File: config.mk
export PLATFORM = sky130hd
export DESIGN_NAME = ellipse_fill_pixel_generator
export DESIGN_NICKNAME = d
export VERILOG_FILES = /design/src/sv/efpg_pkg.sv /design/src/sv/efpg_front.sv /design/src/sv/efpg_queue.sv /design/src/sv/efpg_back.sv /design/src/sv/ellipse_fill_pixel_generator.sv
export SDC_FILE = /design/constraint.sdc
export NUM_CORES = 2
export LEC_CHECK = 0
export BUFFER_PORTS_ARGS = -buffer_cell sky130_fd_sc_hd__buf_2
export CORE_ASPECT_RATIO = 0.6
export CORE_MARGIN = 1.5
export CORE_UTILIZATION = 71
export CTS_BUF_LIST = sky130_fd_sc_hd__clkbuf_4
export DETAILED_ROUTE_END_ITERATION = 12
export GPL_TIMING_DRIVEN = 0
export PLACE_DENSITY = 0.86
export SLEW_MARGIN = 20
export SYNTH_ARGS = -nofsm -noshare
export SYNTH_HDL_FRONTEND = slang
export SYNTH_SLANG_ARGS = --single-unit
File: constraint.sdc
create_clock -name i_clk -period 11.7 [get_ports i_clk]
set_input_delay 2.34 -clock i_clk [delete_from_list [all_inputs] [get_ports i_clk]]
set_output_delay 2.34 -clock i_clk [all_outputs]
set_load 0.1 [all_outputs]
File: src/sv/efpg_pkg.sv
`timescale 1ns / 1ps
// ----------------------------------------------------------------------------
// efpg_pkg: shared types and constants
// Coordinate widths, register indexes, queue depths and the request records
// passed between the scan front end and the ellipse test back end.
// ----------------------------------------------------------------------------
package efpg_pkg;

    localparam int COORD_BITS  = 10;
    localparam int COLOR_BITS  = 16;
    localparam int AXIS_BITS   = COORD_BITS - 1;
    localparam int SQ_AXIS     = 2 * AXIS_BITS;
    localparam int SQ_DELTA    = 2 * COORD_BITS;
    localparam int PROD_BITS   = SQ_DELTA + SQ_AXIS;
    localparam int AREA_BITS   = 2 * SQ_AXIS;
    localparam int CFG_IDX_BITS = 3;

    localparam int QUEUE_DEPTH = 4;
    localparam int QUEUE_ABITS = $clog2(QUEUE_DEPTH);
    localparam int OUT_DEPTH   = 4;
    localparam int OUT_ABITS   = $clog2(OUT_DEPTH);

    localparam logic [COLOR_BITS-1:0] WHITE_565 = 16'hFFFF;

    localparam logic [CFG_IDX_BITS-1:0] REG_BOX_LEFT   = 3'd0;
    localparam logic [CFG_IDX_BITS-1:0] REG_BOX_TOP    = 3'd1;
    localparam logic [CFG_IDX_BITS-1:0] REG_BOX_RIGHT  = 3'd2;
    localparam logic [CFG_IDX_BITS-1:0] REG_BOX_BOTTOM = 3'd3;
    localparam logic [CFG_IDX_BITS-1:0] REG_FILL_COLOR = 3'd4;

    typedef logic [COORD_BITS-1:0] t_coord;

    typedef struct packed {
        t_coord left;
        t_coord top;
        t_coord right;
        t_coord bottom;
    } t_box;

    // one classified pixel request from the scan front end
    typedef struct packed {
        t_coord col;
        t_coord row;
        t_coord dx;
        t_coord dy;
        logic   last;
    } t_item;

    typedef struct packed {
        logic [COLOR_BITS-1:0] value;
        t_coord                col;
        t_coord                row;
        logic                  last;
    } t_pix;

    // an end edge below its start edge counts as the start edge
    function automatic t_coord clamp_edge(input t_coord lo, input t_coord hi);
        return (hi < lo) ? lo : hi;
    endfunction

    function automatic t_coord abs_diff(input t_coord a, input t_coord b);
        return (a >= b) ? t_coord'(a - b) : t_coord'(b - a);
    endfunction

endpackage

File: src/sv/efpg_front.sv
`timescale 1ns / 1ps
// ----------------------------------------------------------------------------
// efpg_front: scan position and pixel classification
// Holds the scan counter, applies restart, flags the row end and the last
// pixel of the box, and computes the distances from the ellipse center.
// ----------------------------------------------------------------------------
module efpg_front import efpg_pkg::*; (
    input  logic  i_clk,
    input  logic  i_rst_n,
    input  t_box  i_box,
    input  logic  i_accept,
    input  logic  i_restart,
    output t_item o_item
);

    t_coord r_scan_col, n_scan_col;
    t_coord r_scan_row, n_scan_row;

    t_coord eff_right, eff_bottom, col, row, cx, cy;
    logic   row_end, last;
    logic [COORD_BITS:0] sum_x, sum_y;

    always_comb begin
        eff_right  = clamp_edge(i_box.left, i_box.right);
        eff_bottom = clamp_edge(i_box.top, i_box.bottom);
        col = i_restart ? i_box.left : r_scan_col;
        row = i_restart ? i_box.top  : r_scan_row;
        sum_x = {1'b0, i_box.left} + {1'b0, eff_right};
        sum_y = {1'b0, i_box.top}  + {1'b0, eff_bottom};
        cx = sum_x[COORD_BITS:1];
        cy = sum_y[COORD_BITS:1];
        row_end = (col >= eff_right);
        last    = row_end && (row >= eff_bottom);

        o_item.col  = col;
        o_item.row  = row;
        o_item.dx   = abs_diff(col, cx);
        o_item.dy   = abs_diff(row, cy);
        o_item.last = last;

        if (last) begin
            n_scan_col = i_box.left;
            n_scan_row = i_box.top;
        end else if (row_end) begin
            n_scan_col = i_box.left;
            n_scan_row = row + t_coord'(1);
        end else begin
            n_scan_col = col + t_coord'(1);
            n_scan_row = row;
        end
    end

    always_ff @(posedge i_clk) begin
        if (!i_rst_n) begin
            r_scan_col <= '0;
            r_scan_row <= '0;
        end else if (i_accept) begin
            r_scan_col <= n_scan_col;
            r_scan_row <= n_scan_row;
        end
    end

endmodule

File: src/sv/efpg_queue.sv
`timescale 1ns / 1ps
// ----------------------------------------------------------------------------
// efpg_queue: request queue between front and back end
// Small first-in first-out buffer of classified pixel requests.
// ----------------------------------------------------------------------------
module efpg_queue import efpg_pkg::*; (
    input  logic  i_clk,
    input  logic  i_rst_n,
    input  logic  i_push,
    input  t_item i_data,
    output logic  o_full,
    input  logic  i_pop,
    output logic  o_valid,
    output t_item o_data
);

    t_item r_mem [QUEUE_DEPTH];
    logic [QUEUE_ABITS-1:0] r_wr, r_rd;
    logic [QUEUE_ABITS:0]   r_cnt;

    assign o_full  = (r_cnt == (QUEUE_ABITS+1)'(QUEUE_DEPTH));
    assign o_valid = (r_cnt != '0);
    assign o_data  = r_mem[r_rd];

    always_ff @(posedge i_clk) begin
        if (i_push) begin
            r_mem[r_wr] <= i_data;
        end
    end

    always_ff @(posedge i_clk) begin
        if (!i_rst_n) begin
            r_wr  <= '0;
            r_rd  <= '0;
            r_cnt <= '0;
        end else begin
            if (i_push) begin
                r_wr <= r_wr + QUEUE_ABITS'(1);
            end
            if (i_pop) begin
                r_rd <= r_rd + QUEUE_ABITS'(1);
            end
            if (i_push && !i_pop) begin
                r_cnt <= r_cnt + (QUEUE_ABITS+1)'(1);
            end else if (i_pop && !i_push) begin
                r_cnt <= r_cnt - (QUEUE_ABITS+1)'(1);
            end
        end
    end

endmodule

File: src/sv/efpg_back.sv
`timescale 1ns / 1ps
// ----------------------------------------------------------------------------
// efpg_back: ellipse inside test and result buffer
// Two-stage multiply pipeline for dx^2*B + dy^2*A < A*B, followed by the
// result queue. Requests are taken only when the result queue has room for
// everything already in flight.
// ----------------------------------------------------------------------------
module efpg_back import efpg_pkg::*; (
    input  logic                  i_clk,
    input  logic                  i_rst_n,
    input  t_box                  i_box,
    input  logic [COLOR_BITS-1:0] i_fill_color,
    input  logic                  i_req_valid,
    input  t_item                 i_req,
    output logic                  o_req_pop,
    output logic                  o_empty,
    input  logic                  i_pop,
    output t_pix                  o_pix
);

    // geometry, recomputed every cycle from the box registers
    t_coord eff_right, eff_bottom;
    t_coord span_x, span_y;
    logic [AXIS_BITS-1:0] ax, ay;
    logic [SQ_AXIS-1:0]   r_aa, r_bb;
    logic [AREA_BITS-1:0] r_ab;
    logic                 r_zero;

    always_comb begin
        eff_right  = clamp_edge(i_box.left, i_box.right);
        eff_bottom = clamp_edge(i_box.top, i_box.bottom);
        span_x = eff_right - i_box.left;
        span_y = eff_bottom - i_box.top;
        ax = span_x[COORD_BITS-1:1];
        ay = span_y[COORD_BITS-1:1];
    end

    always_ff @(posedge i_clk) begin
        r_aa   <= SQ_AXIS'(ax) * SQ_AXIS'(ax);
        r_bb   <= SQ_AXIS'(ay) * SQ_AXIS'(ay);
        r_zero <= (ax == '0) || (ay == '0);
        r_ab   <= AREA_BITS'(r_aa) * AREA_BITS'(r_bb);
    end

    // multiply pipeline
    logic                 r_v1, r_v2;
    logic [SQ_DELTA-1:0]  r_dx2, r_dy2;
    logic [PROD_BITS-1:0] r_p1, r_p2;
    t_item                r_s1, r_s2;
    logic [OUT_ABITS:0]   r_out_cnt;
    logic [OUT_ABITS+1:0] in_flight;
    logic                 take;

    assign in_flight = {1'b0, r_out_cnt} + (OUT_ABITS+2)'(r_v1) + (OUT_ABITS+2)'(r_v2);
    assign take      = i_req_valid && (in_flight < (OUT_ABITS+2)'(OUT_DEPTH));
    assign o_req_pop = take;

    always_ff @(posedge i_clk) begin
        r_dx2 <= SQ_DELTA'(i_req.dx) * SQ_DELTA'(i_req.dx);
        r_dy2 <= SQ_DELTA'(i_req.dy) * SQ_DELTA'(i_req.dy);
        r_s1  <= i_req;
        r_p1  <= PROD_BITS'(r_dx2) * PROD_BITS'(r_bb);
        r_p2  <= PROD_BITS'(r_dy2) * PROD_BITS'(r_aa);
        r_s2  <= r_s1;
    end

    always_ff @(posedge i_clk) begin
        if (!i_rst_n) begin
            r_v1 <= 1'b0;
            r_v2 <= 1'b0;
        end else begin
            r_v1 <= take;
            r_v2 <= r_v1;
        end
    end

    logic [PROD_BITS:0] lhs;
    logic               hit;
    t_pix               res;

    always_comb begin
        lhs    = {1'b0, r_p1} + {1'b0, r_p2};
        hit    = !r_zero && (lhs < (PROD_BITS+1)'(r_ab));
        res.value = hit ? i_fill_color : WHITE_565;
        res.col   = r_s2.col;
        res.row   = r_s2.row;
        res.last  = r_s2.last;
    end

    // result queue
    t_pix r_mem [OUT_DEPTH];
    logic [OUT_ABITS-1:0] r_wr, r_rd;
    logic pop_ok;

    assign o_empty = (r_out_cnt == '0);
    assign pop_ok  = i_pop && !o_empty;
    assign o_pix   = r_mem[r_rd];

    always_ff @(posedge i_clk) begin
        if (r_v2) begin
            r_mem[r_wr] <= res;
        end
    end

    always_ff @(posedge i_clk) begin
        if (!i_rst_n) begin
            r_wr      <= '0;
            r_rd      <= '0;
            r_out_cnt <= '0;
        end else begin
            if (r_v2) begin
                r_wr <= r_wr + OUT_ABITS'(1);
            end
            if (pop_ok) begin
                r_rd <= r_rd + OUT_ABITS'(1);
            end
            if (r_v2 && !pop_ok) begin
                r_out_cnt <= r_out_cnt + (OUT_ABITS+1)'(1);
            end else if (pop_ok && !r_v2) begin
                r_out_cnt <= r_out_cnt - (OUT_ABITS+1)'(1);
            end
        end
    end

endmodule

File: src/sv/ellipse_fill_pixel_generator.sv
`timescale 1ns / 1ps
// ----------------------------------------------------------------------------
// ellipse_fill_pixel_generator: filled ellipse pixel stream
// Path: a pixel request accepted into the request queue passes through the
//   two multiply stages into the result queue, then to the result ports.
// Throughput: one pixel per cycle from the front-end scan counter, unless full.
// Reset: box registers and fill color clear to 0, the scan returns to (0,0),
//   and both queues empty.
// ----------------------------------------------------------------------------
module ellipse_fill_pixel_generator import efpg_pkg::*; (
    input  logic                    i_clk,
    input  logic                    i_rst_n,
    input  logic                    i_cfg_we,
    input  logic [CFG_IDX_BITS-1:0] i_cfg_idx,
    input  logic [COLOR_BITS-1:0]   i_cfg_data,
    input  logic                    push,
    output logic                    full,
    input  logic                    i_restart,
    output logic                    empty,
    input  logic                    pop,
    output logic [COLOR_BITS-1:0]   o_pixel_value,
    output logic [COORD_BITS-1:0]   o_column,
    output logic [COORD_BITS-1:0]   o_row,
    output logic                    o_last_of_area
);

    t_box                  r_box;
    logic [COLOR_BITS-1:0] r_fill_color;

    always_ff @(posedge i_clk) begin
        if (!i_rst_n) begin
            r_box        <= '0;
            r_fill_color <= '0;
        end else if (i_cfg_we) begin
            case (i_cfg_idx)
                REG_BOX_LEFT:   r_box.left   <= i_cfg_data[COORD_BITS-1:0];
                REG_BOX_TOP:    r_box.top    <= i_cfg_data[COORD_BITS-1:0];
                REG_BOX_RIGHT:  r_box.right  <= i_cfg_data[COORD_BITS-1:0];
                REG_BOX_BOTTOM: r_box.bottom <= i_cfg_data[COORD_BITS-1:0];
                REG_FILL_COLOR: r_fill_color <= i_cfg_data;
                default: begin
                end
            endcase
        end
    end

    logic  accept;
    t_item front_item;
    logic  q_valid, q_pop;
    t_item q_item;
    t_pix  pix;

    assign accept = push && !full;

    efpg_front u_front (
        .i_clk     (i_clk),
        .i_rst_n   (i_rst_n),
        .i_box     (r_box),
        .i_accept  (accept),
        .i_restart (i_restart),
        .o_item    (front_item)
    );

    efpg_queue u_queue (
        .i_clk   (i_clk),
        .i_rst_n (i_rst_n),
        .i_push  (accept),
        .i_data  (front_item),
        .o_full  (full),
        .i_pop   (q_pop),
        .o_valid (q_valid),
        .o_data  (q_item)
    );

    efpg_back u_back (
        .i_clk        (i_clk),
        .i_rst_n      (i_rst_n),
        .i_box        (r_box),
        .i_fill_color (r_fill_color),
        .i_req_valid  (q_valid),
        .i_req        (q_item),
        .o_req_pop    (q_pop),
        .o_empty      (empty),
        .i_pop        (pop),
        .o_pix        (pix)
    );

    assign o_pixel_value  = pix.value;
    assign o_column       = pix.col;
    assign o_row          = pix.row;
    assign o_last_of_area = pix.last;

    a_reset_empty: assert property (@(posedge i_clk) !i_rst_n |=> empty)
        else $error("result queue not empty after reset");

    a_reset_not_full: assert property (@(posedge i_clk) !i_rst_n |=> !full)
        else $error("request queue full after reset");

    a_pop_valid: assert property (@(posedge i_clk) disable iff (!i_rst_n)
        q_pop |-> q_valid)
        else $error("back end took a request from an empty queue");

    a_restart_corner: assert property (@(posedge i_clk) disable iff (!i_rst_n)
        accept && i_restart |-> front_item.col == r_box.left && front_item.row == r_box.top)
        else $error("restart did not return the scan to the first corner");

endmodule
==> results.md <==
* Synth Instances at 6827
* DIE AREA at 97400 sq um
* Final setup TNS at 0 ns
* Via density at 6.08
* Core Region at 94300 sq um
* WS Path Type: reg2reg
* Outcome: finished, final reports clean
* Vias at 51.3k
* Post-synth EDFFs at 312
* Num Clock Sinks at 632
* Post-CTS sizing at 0
* GP Congestion at 1.05
* Post-DP HPWL at 162000 um
* Global-route wire length before repair at 308000 um
* Nets at 8759
* Layout cell share with drive strength beyond 1 at 6.83%
* DP Worst Slack at 2.06 ns
* Max incr delay on CP at 0.84 ns
* Kind of start point of the critical path: flop
* Overflow after GRT at 0
* Clock Latency Late Sink at 1.21 ns
* GRT met1 Usage at 61.3%
* Worst EP required at 12.67 ns
* Root Driver: clkbuf_4
* MaxCap Viol Count at 0
* Sequential share of the synthesized area at 23.3%
* Routed Antenna Nets at 0
* # setup viols final at 0
* FILL cells at 6418
* Fin. max-slew vios at 0
* Synthesis Warnings at 0
* Design Area, Final at 71900 sq um
* Netlist Area Pre-Place at 67800 sq um
* Fmax at 97.7 MHz
* Die X at 402 um
* CTS Hold Bufs at 0
* Final Hold Vio Count at 0
* DR pass1 iterations at 9
* Mean post-synth cell area at 9.93 sq um
* Worst setup margin at 1.46 ns
* Synth cell types at 104
* CTS Buf Count at 146
* Arr. time, crit path at 11.21 ns
* Cell Rows at 87
* Busiest grt layer: met1
* Number of global-route vias before repair at 51.9k
* Slew HR at 12.9%
* TritonCTS clock tree: yes
* DR DRC count at 0
* Hold/Removal Path Class: reg2reg
* Grt met3 use at 22.8%
* Dominant cells by area after synthesis: fa_1 (27%), ha_1 (14%), edfxtp_1 (14%)
* I/O pin count at 64
* Reg clk slew, reported paths at 0.08 ns
* Initial cell density of the core at 71.9%
* H-tree Lvls at 4
* Final period utilization at 87.5%
* Slowest cell on crit path: xor2_1
* Area Overhead vs Synth at 6.09%
* Worst Max-Slew Pin Slew at 1.31 ns
* Minimum clock period at 10.24 ns
* Post-synthesis register bit count at 632
* Async S/R FF share, synth at 0%
* Met2 GRT Util at 55.3%
* Util after Layout at 76.3%
* Post-CTS setup buffer count at 0
* Initial antenna violation count at 25
* DR WL/cell at 24.1 um
* Synth top cells by count: inv_1 (1302), fa_1 (916), nand2_1 (803), ha_1 (760), and2_1 (490)
* Worst-path fanout max at 10
* Largest net degree at the start of global routing at 42
* Most common cell in the netlist: inv_1
* Family with the most delay on the worst path: adder cells
* Deepest clock path buffer count at 3
* Main flop type after synthesis: dfxtp_1
* Buffers on Ports at 62
* CP Buf/Inv Count at 6
* Yosys top cell area share at 27.1%
* Layout Skew at 0.106 ns
* DR iter-0 viols at 6162
* Cell taking the most area after synthesis: fa_1
* Routed WL at 203000 um
* Cell Area, Placed at 69800 sq um
* Gr usage total at 42.6%
* RSZ-0062 raised after global routing: no
* Crit path capture type: flop
* Die height at 242 um
-- logic make-up (layout without fill, tap and decap cells) --
kind of cell	after synthesis	in the layout	share of synthesized area, %
AO/OA/AOI/OAI	720	720	6.97
buffers and inverters	1565	1900	8.71
flip-flops	632	632	23.3
adder cells (fa/ha/maj)	1676	1676	41.1
XOR/XNOR	249	249	3.24
AND/OR/NAND/NOR	1839	1839	13.1
multiplexers	144	144	3.61
other	2	29	0.0111
-- path summary, 6_finish.rpt --
kind	depth (start not counted)	endpoint	start	slack, ns
setup / recovery	34	u_back.r_bb[14]	r_box[21]	1.46
hold / removal	0	u_back.r_s2[0]	u_back.r_s1[0]	0.33
hold reg to reg	0	u_back.r_s2[0]	u_back.r_s1[0]	0.33
setup reg to reg	34	u_back.r_bb[14]	r_box[21]	1.46
-- area by class of cell --
| class | instances | area, sq um | share of cell area (%) |
|---|---|---|---|
| clock inverters | 53 | 393 | 0.546 |
| diodes | 11 | 27.5 | 0.0383 |
| well taps | 1246 | 1560 | 2.17 |
| plain buffers | 256 | 993 | 1.38 |
| clock buffers | 215 | 1610 | 2.24 |
| repair buffers | 67 | 402 | 0.559 |
| inverters | 1309 | 4910 | 6.83 |
| multi-input cells | 4646 | 46200 | 64.3 |
| flip-flops and latches | 632 | 15800 | 21.9 |
-- per-stage QoR --
stage | cells | hold WS (ns)
6_report | 8435 | 0.331
3_3_place_gp | 8151 | 0.310
5_1_grt | 8429 | 0.308
3_5_place_dp | 8155 | 0.315
2_1_floorplan | 6843 | 0.310
4_1_cts | 8423 | 0.313
-- placed cells by master (no fill, tap or decap), types with 24 or more instances in the layout --
cell type and n:
clkbuf_1 230, nand3_1 55, nand2b_1 55, clkbuf_4 215, o21ai_0 96, o21ai_1 30, a211oi_1 25, mux2i_1 43
dfxtp_1 320, o21a_1 34, a21o_1 99, fa_1 916, edfxtp_1 312, nand2_1 803, mux4_2 78, nand4_1 29
buf_2 73, and3_1 24, xor2_1 67, clkinv_1 29, inv_1 1302, a21oi_1 241, o21bai_1 36, ha_1 760
xnor2_1 174, nor2b_1 37, nor3_1 54, and2_1 482, nor2_1 218
-- worst reg2reg max path: cells and delay by family (launching register included) --
family	cells	cell delay [ns]
buf+inv	6	0.90
compound gates	15	3.24
fa+ha+maj	7	3.24
simple gates	4	0.65
flops	1	0.71
xor+xnor	2	1.33
-- state kept, by name (all words and copies together) (netlist names), named ones only --
name,count
u_back.r_s2,21
u_back.r_s1,21
u_back.r_p2,37
u_queue.r_cnt,3
u_back.r_v1,1
u_back.r_out_cnt,3
u_queue.r_wr,2
u_queue.r_mem,164
u_back.r_v2,1
u_back.r_dx2,19
u_back.r_mem,148
u_back.r_wr,2
u_back.r_rd,2
u_front.r_scan_row,10
u_front.r_scan_col,10
u_back.r_dy2,19
u_back.r_aa,17
u_back.r_ab,35
u_queue.r_rd,2
u_back.r_bb,17
r_box,40
u_back.r_zero,1
r_fill_color,16
u_back.r_p1,37
-- metal layers --
metal / vias up / wire length (um)
li1: 22200 / -
met1: 25000 / 82300
met2: 3544 / 76800
met3: 481 / 38600
met4: 22 / 5570
met5: - / 143
Power is not shown: default switching activity piles up to over one toggle a cycle in this logic, so the estimate is an artifact.
